===== config.mk =====
export PLATFORM = sky130hd
export DESIGN_NAME = external_interrupt_line_controller_core
export DESIGN_NICKNAME = d
export VERILOG_FILES = /design/src/rtl/core/eilc_pkg.sv /design/src/rtl/core/eilc_lane.sv /design/src/rtl/core/eilc_merge.sv /design/src/rtl/core/external_interrupt_line_controller_core.sv
export SDC_FILE = /design/constraint.sdc
export NUM_CORES = 1
export LEC_CHECK = 0
export BUFFER_PORTS_ARGS = -buffer_cell sky130_fd_sc_hd__buf_4
export CAP_MARGIN = 30
export CORE_MARGIN = 2
export CORE_UTILIZATION = 45
export DETAILED_ROUTE_END_ITERATION = 10
export PLACE_DENSITY = 0.75
export REMOVE_ABC_BUFFERS = 1
export SLEW_MARGIN = 40
export SYNTH_ARGS = -nofsm -noshare
export SYNTH_HDL_FRONTEND = slang
export SYNTH_SLANG_ARGS = --single-unit

===== constraint.sdc =====
create_clock -name clk_i -period 3.19 [get_ports clk_i]
set_input_delay 0.4785 -clock clk_i [delete_from_list [all_inputs] [get_ports clk_i]]
set_output_delay 0.4785 -clock clk_i [all_outputs]
set_load 0.01 [all_outputs]

===== src/rtl/core/eilc_pkg.sv =====
`timescale 1ns / 1ps

package eilc_pkg;

  localparam int unsigned LineW     = 16;
  localparam int unsigned NumPorts  = 5;
  localparam int unsigned CodeW     = 4;
  localparam int unsigned IrqW      = 7;
  localparam int unsigned AddrW     = 5;
  localparam int unsigned RegW      = 64;
  localparam int unsigned SDataW    = 96;
  localparam int unsigned MDataW    = 24;

  // interrupt output grouping
  localparam int unsigned SoloLines = 5;
  localparam int unsigned MidLo     = 5;
  localparam int unsigned MidHi     = 9;
  localparam int unsigned HighLo    = 10;
  localparam int unsigned HighHi    = 15;
  localparam int unsigned IrqMidBit  = 5;
  localparam int unsigned IrqHighBit = 6;

  typedef enum logic [CodeW-1:0] {
    PORT_A = 4'd0,
    PORT_B = 4'd1,
    PORT_C = 4'd2,
    PORT_D = 4'd3,
    PORT_E = 4'd4
  } port_code_e;

  typedef enum logic {
    OP_SAMPLE = 1'b0,
    OP_CLEAR  = 1'b1
  } opcode_e;

  typedef enum logic [1:0] {
    REG_LINE_PORT_SELECT  = 2'd0,
    REG_RISING_ENABLE     = 2'd1,
    REG_FALLING_ENABLE    = 2'd2,
    REG_INTERRUPT_MASK    = 2'd3
  } reg_idx_e;

  typedef struct packed {
    logic sample;
    logic clear;
  } lane_ctrl_t;

  typedef struct packed {
    logic [CodeW-1:0] code;
    logic             rise_en;
    logic             fall_en;
  } lane_cfg_t;

  typedef struct packed {
    logic            pad;
    logic [IrqW-1:0] irq;
    logic [LineW-1:0] pending;
  } result_t;

endpackage


===== src/rtl/core/eilc_lane.sv =====
`timescale 1ns / 1ps

module eilc_lane (
  input  logic                              clk_i,
  input  logic                              rst_ni,
  input  eilc_pkg::lane_ctrl_t              ctrl_i,
  input  eilc_pkg::lane_cfg_t               cfg_i,
  input  logic [eilc_pkg::NumPorts-1:0]     port_bits_i,
  input  logic                              clear_bit_i,
  output logic                              pend_next_o
);

  logic level;
  logic last_q, last_d;
  logic pend_q, pend_d;

  always_comb begin
    case (cfg_i.code)
      eilc_pkg::PORT_A: level = port_bits_i[0];
      eilc_pkg::PORT_B: level = port_bits_i[1];
      eilc_pkg::PORT_C: level = port_bits_i[2];
      eilc_pkg::PORT_D: level = port_bits_i[3];
      eilc_pkg::PORT_E: level = port_bits_i[4];
      default:          level = 1'b0;
    endcase
  end

  always_comb begin
    last_d = last_q;
    pend_d = pend_q;
    if (ctrl_i.sample) begin
      last_d = level;
      pend_d = pend_q | (level & ~last_q & cfg_i.rise_en) | (~level & last_q & cfg_i.fall_en);
    end else if (ctrl_i.clear) begin
      pend_d = pend_q & ~clear_bit_i;
    end
  end

  always_ff @(posedge clk_i or negedge rst_ni) begin
    if (!rst_ni) begin
      last_q <= 1'b0;
      pend_q <= 1'b0;
    end else begin
      last_q <= last_d;
      pend_q <= pend_d;
    end
  end

  assign pend_next_o = pend_d;

`ifndef SYNTHESIS
  a_clear_keeps_level: assert property (@(posedge clk_i) disable iff (!rst_ni)
    ctrl_i.clear && !ctrl_i.sample |=> $stable(last_q))
    else $error("clear changed kept level");
  a_pend_falls_on_clear: assert property (@(posedge clk_i) disable iff (!rst_ni)
    $fell(pend_q) |-> $past(ctrl_i.clear))
    else $error("pending dropped without clear");
  a_pend_rises_on_sample: assert property (@(posedge clk_i) disable iff (!rst_ni)
    $rose(pend_q) |-> $past(ctrl_i.sample))
    else $error("pending set without sample");
`endif

endmodule


===== src/rtl/core/eilc_merge.sv =====
`timescale 1ns / 1ps

module eilc_merge (
  input  logic                          clk_i,
  input  logic                          rst_ni,
  input  logic                          push_i,
  input  logic [eilc_pkg::LineW-1:0]    pend_i,
  input  logic [eilc_pkg::LineW-1:0]    mask_i,
  output logic                          s_ready_o,
  output logic                          m_valid_o,
  input  logic                          m_ready_i,
  output eilc_pkg::result_t             m_data_o
);

  logic [eilc_pkg::LineW-1:0] masked;
  eilc_pkg::result_t          res;
  eilc_pkg::result_t          main_q, skid_q;
  logic                       main_valid_q, skid_valid_q;
  logic                       pop;

  always_comb begin
    masked  = pend_i & mask_i;
    res     = '0;
    res.pending = pend_i;
    res.irq[eilc_pkg::SoloLines-1:0] = masked[eilc_pkg::SoloLines-1:0];
    res.irq[eilc_pkg::IrqMidBit]  = |masked[eilc_pkg::MidHi:eilc_pkg::MidLo];
    res.irq[eilc_pkg::IrqHighBit] = |masked[eilc_pkg::HighHi:eilc_pkg::HighLo];
  end

  assign pop       = main_valid_q & m_ready_i;
  assign s_ready_o = ~skid_valid_q;
  assign m_valid_o = main_valid_q;
  assign m_data_o  = main_q;

  // control
  always_ff @(posedge clk_i or negedge rst_ni) begin
    if (!rst_ni) begin
      main_valid_q <= 1'b0;
      skid_valid_q <= 1'b0;
    end else if (skid_valid_q) begin
      if (pop) begin
        skid_valid_q <= 1'b0;
      end
    end else if (push_i) begin
      if (main_valid_q && !pop) begin
        skid_valid_q <= 1'b1;
      end else begin
        main_valid_q <= 1'b1;
      end
    end else if (pop) begin
      main_valid_q <= 1'b0;
    end
  end

  // payload
  always_ff @(posedge clk_i) begin
    if (skid_valid_q) begin
      if (pop) begin
        main_q <= skid_q;
      end
    end else if (push_i) begin
      if (main_valid_q && !pop) begin
        skid_q <= res;
      end else begin
        main_q <= res;
      end
    end
  end

`ifndef SYNTHESIS
  a_skid_needs_main: assert property (@(posedge clk_i) disable iff (!rst_ni)
    skid_valid_q |-> main_valid_q)
    else $error("skid beat without main beat");
  a_skid_only_on_stall: assert property (@(posedge clk_i) disable iff (!rst_ni)
    $rose(skid_valid_q) |-> $past(main_valid_q && !m_ready_i))
    else $error("skid filled without stall");
  a_push_when_ready: assert property (@(posedge clk_i) disable iff (!rst_ni)
    push_i |-> s_ready_o)
    else $error("beat pushed while full");
  a_mid_group: assert property (@(posedge clk_i) disable iff (!rst_ni)
    main_valid_q && (main_q.pending[eilc_pkg::MidHi:eilc_pkg::MidLo] == '0)
      |-> !main_q.irq[eilc_pkg::IrqMidBit])
    else $error("shared interrupt without pending line");
`endif

endmodule


===== src/rtl/core/external_interrupt_line_controller_core.sv =====
`timescale 1ns / 1ps
// channel  | dir | beat content
// s_*      | in  | tdata: port_a, port_b, port_c, port_d, port_e, clear_mask; tuser: opcode
// m_*      | out | tdata: pending_flags, irq_lines, zero pad
// apb      | in  | 64-bit registers at byte address 8*i
//
// one beat per cycle sustained while the skid entry is free; results leave registered
// the per-line edge and pending update closes in the single accept cycle
// a two-entry output buffer keeps s_tready high through one stalled m beat
// reset clears kept levels, pending bits and all apb registers

module external_interrupt_line_controller_core #(
  parameter int unsigned NUM_LINES = 16
) (
  input  logic                              clk_i,
  input  logic                              rst_ni,
  // apb
  input  logic                              psel,
  input  logic                              penable,
  input  logic                              pwrite,
  input  logic [eilc_pkg::AddrW-1:0]        paddr,
  input  logic [eilc_pkg::RegW-1:0]         pwdata,
  output logic [eilc_pkg::RegW-1:0]         prdata,
  output logic                              pready,
  // input stream
  input  logic                              s_tvalid,
  output logic                              s_tready,
  input  logic [eilc_pkg::SDataW-1:0]       s_tdata,  // port_a, b, c, d, e, clear_mask
  input  logic                              s_tuser,  // opcode
  // output stream
  output logic                              m_tvalid,
  input  logic                              m_tready,
  output logic [eilc_pkg::MDataW-1:0]       m_tdata   // pending_flags, irq_lines, pad
);

  localparam int unsigned LW = eilc_pkg::LineW;

  logic [eilc_pkg::RegW-1:0] sel_q;
  logic [LW-1:0]             rise_q, fall_q, mask_q;
  logic                      wr_en;
  eilc_pkg::reg_idx_e        reg_idx;

  logic                          accept;
  eilc_pkg::lane_ctrl_t          ctrl;
  logic [eilc_pkg::NumPorts-1:0][LW-1:0] port_words;
  logic [LW-1:0]                 clear_mask;
  logic [LW-1:0]                 pend_next;
  eilc_pkg::result_t             out_res;

  assign pready  = 1'b1;
  assign wr_en   = psel & penable & pwrite & pready;
  assign reg_idx = eilc_pkg::reg_idx_e'(paddr[eilc_pkg::AddrW-1:3]);

  always_ff @(posedge clk_i or negedge rst_ni) begin
    if (!rst_ni) begin
      sel_q  <= '0;
      rise_q <= '0;
      fall_q <= '0;
      mask_q <= '0;
    end else if (wr_en) begin
      case (reg_idx)
        eilc_pkg::REG_LINE_PORT_SELECT: sel_q  <= pwdata;
        eilc_pkg::REG_RISING_ENABLE:    rise_q <= pwdata[LW-1:0];
        eilc_pkg::REG_FALLING_ENABLE:   fall_q <= pwdata[LW-1:0];
        eilc_pkg::REG_INTERRUPT_MASK:   mask_q <= pwdata[LW-1:0];
        default: ;
      endcase
    end
  end

  always_comb begin
    case (reg_idx)
      eilc_pkg::REG_LINE_PORT_SELECT: prdata = sel_q;
      eilc_pkg::REG_RISING_ENABLE:    prdata = {{(eilc_pkg::RegW-LW){1'b0}}, rise_q};
      eilc_pkg::REG_FALLING_ENABLE:   prdata = {{(eilc_pkg::RegW-LW){1'b0}}, fall_q};
      eilc_pkg::REG_INTERRUPT_MASK:   prdata = {{(eilc_pkg::RegW-LW){1'b0}}, mask_q};
      default:                        prdata = '0;
    endcase
  end

  assign accept      = s_tvalid & s_tready;
  assign ctrl.sample = accept & (s_tuser == eilc_pkg::OP_SAMPLE);
  assign ctrl.clear  = accept & (s_tuser == eilc_pkg::OP_CLEAR);
  assign port_words  = s_tdata[eilc_pkg::NumPorts*LW-1:0];
  assign clear_mask  = s_tdata[eilc_pkg::SDataW-1:eilc_pkg::NumPorts*LW];

  for (genvar g = 0; g < LW; g++) begin : g_lane
    if (g < NUM_LINES) begin : g_on
      eilc_pkg::lane_cfg_t           cfg;
      logic [eilc_pkg::NumPorts-1:0] bits;

      assign cfg.code    = sel_q[g*eilc_pkg::CodeW +: eilc_pkg::CodeW];
      assign cfg.rise_en = rise_q[g];
      assign cfg.fall_en = fall_q[g];
      for (genvar p = 0; p < eilc_pkg::NumPorts; p++) begin : g_bit
        assign bits[p] = port_words[p][g];
      end

      eilc_lane u_lane (
        .clk_i       (clk_i),
        .rst_ni      (rst_ni),
        .ctrl_i      (ctrl),
        .cfg_i       (cfg),
        .port_bits_i (bits),
        .clear_bit_i (clear_mask[g]),
        .pend_next_o (pend_next[g])
      );
    end else begin : g_off
      assign pend_next[g] = 1'b0;
    end
  end

  eilc_merge u_merge (
    .clk_i     (clk_i),
    .rst_ni    (rst_ni),
    .push_i    (accept),
    .pend_i    (pend_next),
    .mask_i    (mask_q),
    .s_ready_o (s_tready),
    .m_valid_o (m_tvalid),
    .m_ready_i (m_tready),
    .m_data_o  (out_res)
  );

  assign m_tdata = out_res;

endmodule

Word-level counts from Yosys, hierarchy flattened:

Cells that the tools add are included.

* bits in registers: 193
* bits of input ports: 173
* output and inout bits: 91
* logic and storage cells: 372

* bitwise operators: 169
* muxes and demuxes: 60
* reductions and logical operators: 30
* equal/unequal tests: 70

Operators with widths (number)
* $pmux W64 S4: 1
* $eq A4 B2 Y1 const B: 32
* $mux W24: 4
* $and A1 B1 Y1: 86
* $pmux W1 S5: 16
* $eq A4 B1 Y1 const B: 16
* $eq A4 B3 Y1 const B: 16
* $logic_not A4 Y1: 16
* $not A1 Y1: 50
* $mux W1: 39
* $or A1 B1 Y1: 32
* $and A16 B16 Y16: 1
* $reduce_and A3 Y1: 3
* $reduce_and A2 Y1: 4
* $reduce_or A6 Y1: 1
* $reduce_or A5 Y1: 1
* $eq A2 B2 Y1 const B: 2
* $ne A2 B2 Y1 const B: 2
* $reduce_bool A2 Y1: 2
* $eq A2 B1 Y1 const B: 1
* $logic_not A2 Y1: 1
* $ne A2 B1 Y1 const B: 1
* $logic_and A1 B1 Y1: 1
* $logic_not A1 Y1: 1

Logic depth before layout (Yosys ltp):

* word-level depth: 12
* gate-level depth with buffers: 8
* mapped depth without buffers: 7

Cells and area by module:

From an unflattened synthesis, not the netlist that was laid out.

* cells, all modules: 691
* area, all modules: 9344.0 um2

Modules (own cells, without submodules)
* external_interrupt_line_controller_core: cells an instance 320, seq. area each 2802.7 um2, times used 1, area each 4943.5 um2
* eilc_lane: cells an instance 17, seq. area each 50.0 um2, times used 16, area each 158.9 um2
* eilc_merge: cells an instance 99, seq. area each 1431.4 um2, times used 1, area each 1858.0 um2

Least setup slack after synthesis:

Ideal clock, no wire load.

* path type: input-to-reg
* from: input port s_tvalid
* to: register u_merge.main_q, in the netlist u_merge.m_data_o[0], enable pin
* cell stages on the path: 4
* setup slack: 0.819 ns
* data arrival time: 1.961 ns
* cells stage by stage: nor2b_1 -> buf_2 -> a21oi_1 -> a21oi_1

* longest elaborated chain between the ends: 3

Ends and longest elaborated chain
* start: declaration: RTL line external_interrupt_line_controller_core.sv:26 `input logic s_tvalid,`
* $and A1 B1 Y1: RTL line external_interrupt_line_controller_core.sv:81 `assign accept = s_tvalid & s_tready;`
* $reduce_bool A2 Y1 (no line)
* $reduce_and A3 Y1 (no line)
* end signal: assignment: RTL line eilc_merge.sv:59 `main_q <= skid_q;`
* end signal: assignment: RTL line eilc_merge.sv:65 `main_q <= res;`
* end: declaration: RTL line eilc_merge.sv:17 `eilc_pkg::result_t main_q, skid_q;`

No other way between the ends.
A chain may end at the register's enable or synchronous reset.

Worst setup path in the final report:

* from: register u_merge.skid_valid_q
* to: register u_merge.main_q, in the netlist u_merge.m_data_o[22], data pin

* longest elaborated chain between the ends: 10
* elaborated cells between the ends (all ways): 21
* classes of those cells: 15 x mux; 5 x bitwise; 1 x reduce/logical

Ends and longest elaborated chain
* start: declaration: RTL line eilc_merge.sv:18 `logic main_valid_q, skid_valid_q;`
* start signal: assignment: RTL line eilc_merge.sv:39 `skid_valid_q <= 1'b0;`
* start signal: assignment: RTL line eilc_merge.sv:42 `skid_valid_q <= 1'b0;`
* start signal: assignment: RTL line eilc_merge.sv:46 `skid_valid_q <= 1'b1;`
* $not A1 Y1: RTL line eilc_merge.sv:31 `assign s_ready_o = ~skid_valid_q;`
* $and A1 B1 Y1: RTL line external_interrupt_line_controller_core.sv:81
* $and A1 B1 Y1: RTL line external_interrupt_line_controller_core.sv:83 `assign ctrl.clear = accept & (s_tuser == eilc_pkg::OP_CLEAR);`
* $mux W1: RTL line eilc_lane.sv:34 `end else if (ctrl_i.clear) begin`
* $mux W1: RTL line eilc_lane.sv:31 `if (ctrl_i.sample) begin`
* $and A16 B16 Y16: RTL line eilc_merge.sv:22 `masked = pend_i & mask_i;`
* $reduce_or A6 Y1: RTL line eilc_merge.sv:27 `res.irq[eilc_pkg::IrqHighBit] = |masked[eilc_pkg::HighHi:eilc_pkg::HighLo];`
* $mux W24: RTL line eilc_merge.sv:62 `if (main_valid_q && !pop) begin`
* $mux W24: RTL line eilc_merge.sv:61 `end else if (push_i) begin`
* $mux W24 (*): RTL line eilc_merge.sv:57 `if (skid_valid_q) begin`

Every way passes the cells marked *; elsewhere a longest branch is shown, timed or not. The select of a mux whose other input is x is not followed.

==> impl_metrics.ini <==
[cts]
htree_levels = 4
worstSkewPairLatency_ns = 0.43
post_cts_buffers = 0
cts_buffer_depth = 2
root_buffer = clkbuf_16
cts.sinks = 192
cts_made_buffers = 17
cts_tree = yes
clk_pin_slew_ns = 0.07
postCtsHoldBufs = 0
post_cts_resized = 0

[sta]
min_period_ns = 2.37
worstMarginPinSlew_ns = 0.748
fin_ws_ns = 0.824
drv_slew = 0
relSlewSlack = 0.501
max_freq_mhz = 423
fin_crit_sh = 0.742
hold_ws_ns = 0.0243
setup_viol = 0
tns_ns = 0
final-hold-violation-count = 0
fin_worst_skew_ns = 0.0158
grt_setup_unrepaired = no

[synth]
synth-edff-count = 46
synth_cell_type_count = 45
avgSynthCellArea_um2 = 12.6
synth-main-ff-cell = dfrtp_1
ys_seq_area_frac = 0.548
netlist_area_mm2 = 0.00918
ys_ff_latch = 192
ys_async_sr_fraction = 0.760
syn_inst = 728
ys_warn_count = 0

[run]
drv_cap = 0

[critical_path]
cp-start-kind = register
critPathTopFamily = simple AND/OR/NAND/NOR gates
startpoint = u_merge.skid_valid_q
regToRegStartpoint = u_merge.skid_valid_q
required_ns = 3.45
criticalPathCategory = reg -> reg
cp-end-kind = register
cp_slowest_cell = nor3b_4
cp_max_fo = 13
crit_arrival_ns = 2.62
crit_chain = nor3b_4 > a21oi_1 > nor3b_1 > mux2i_1 > o2111ai_1 > a221oi_1 > a41oi_1
slowest_delay_ns = 0.67
crit_buf_inv = 0

[floorplan]
num_rows = 52
initial_core_util = 0.457
fp.coreArea_mm2 = 0.0201
die_x_um = 147
dieArea_mm2 = 0.0216
ioPinCount = 264
die_h_um = 147

[place]
io_buffers = 258
dp.cells = 1241
dpl_worst_slack_ns = 0.720
hpwl_mm = 16.8
gp_routability_congestion = 0.812
placed_area_mm2 = 0.0115

[global_routing]
grt_max_degree = 65
grt_pass1_vias = 7099
grt_pass1_wl_mm = 37.3
antenna_found_initial = 0
grtUsageTotal = 0.223
gr-total-overflow = 0

[detailed_routing]
wl_per_cell_um = 18.5
drc = 0
drtAntennaViolNets = 0
dr.pass1.iters = 5
vias = 6812
wl_mm = 23.5
drtIter0Drc = 352
avgViaCountPerCell = 5.35

[final_layout]
syn2layout_area_growth_pct = 31.6
finalInstanceArea_mm2 = 0.0121
n_antenna_cell = 0
fillCellCount = 1658
multi_input_area_mm2 = 0.00403
post-route-util = 0.601
seq_area_mm2 = 0.00503
final_cells = 1273
fin_nets = 1163
drive_above_1_share = 0.468

[power_and_ir_drop]
finalPower_mw = 8.55
peakVddDrop_uv = 384
power_leakage_nw = 5.41
p_per_area_mw_per_mm2 = 708

[outcome]
outcome = complete, no violations

[hold_path]
hold_path.class = in -> async
-- power by group --
part	leakage, nW	switching, mW	internal, mW
registers	2.25	0.533	3.33
logic	2.88	1.21	1.40
clock network	0.277	0.926	1.15
-- cell families (layout without fill, tap and decap cells) --
group / count (synthesis) / in the layout / share of synthesized area
other cells: 2 / 2 / 0.000818
buf+inv: 37 / 312 / 0.0165
flops: 192 / 192 / 0.548
compound gates: 102 / 102 / 0.0710
simple gates: 203 / 203 / 0.113
mux: 192 / 192 / 0.250
-- metal layers --
layer	up-vias	GRT usage	wire length, um
met4	0	0.0660	384
met5	-	0	0
li1	3166	-	-
met1	3376	0.280	9770
met2	245	0.381	11600
met3	25	0.0587	1830
-- area by class of cell --
type	instances	area share
sequential	192	0.417
multi-input combinational	499	0.333
timing repair buffer	274	0.173
clock buffer	18	0.0355
tap	270	0.0280
clock inverter	14	0.0118
inverter	6	0.00186
-- synth_stat cells, types with 5 or more instances --
| cell type | count | share of area |
|---|---|---|
| inv_1 | 6 | 0.0025 |
| nand2_1 | 58 | 0.024 |
| and2_1 | 54 | 0.037 |
| o21ai_1 | 10 | 0.0055 |
| nand3_1 | 12 | 0.0065 |
| dfrtp_1 | 146 | 0.40 |
| clkbuf_1 | 24 | 0.0098 |
| mux2i_1 | 41 | 0.045 |
| o32a_1 | 5 | 0.0055 |
| a21oi_1 | 42 | 0.023 |
| nor2_1 | 35 | 0.014 |
| a22o_1 | 8 | 0.0076 |
| edfxtp_1 | 46 | 0.15 |
| nand2b_1 | 25 | 0.017 |
| a21oi_2 | 5 | 0.0048 |
| o21ai_0 | 14 | 0.0076 |
| mux2_2 | 132 | 0.16 |
| mux4_2 | 16 | 0.039 |
-- state kept, by name (all words and copies together) (netlist names), 16 cells and up --
name and cells:
fall_q 16, g_lane.g_on.u_lane.last_q 16, g_lane.g_on.u_lane.pend_q 16, mask_q 16
rise_q 16, sel_q 64, u_merge.m_data_o 23, u_merge.skid_q 23
-- worst paths after layout --
| kind | endpoint | slack, ns | cells after the start |
|---|---|---|---|
| max reg2reg | u_merge.m_data_o[22] | 0.82 | 7 |
| max in group asynchronous | sel_q[27] | 2.39 | 2 |
| min in group clk_i | u_merge.skid_valid_q | 0.23 | 2 |
| max | u_merge.m_data_o[22] | 0.82 | 7 |
| min reg2reg | g_lane[3].g_on.u_lane.last_q | 0.51 | 2 |
| min | sel_q[41] | 0.02 | 1 |
-- cell usage in the layout (no fill, tap or decap), types with 3 or more instances in the layout --
cell,instances
a21oi_1,41
nand4_1,4
mux2_2,132
clkbuf_16,17
dfrtp_1,146
o21ai_1,10
o32a_1,5
mux2i_1,41
nor2b_1,4
o21a_1,3
clkinv_4,4
o21ai_0,14
buf_4,271
and2_1,53
nand2_1,58
inv_1,5
nand2b_1,25
clkinv_2,4
a22o_1,8
nand3_1,12
nor2_1,32
a21oi_2,5
nand3b_1,3
edfxtp_1,46
o31ai_1,4
mux4_2,16
Note: power is estimated with default switching activity, not from simulation.
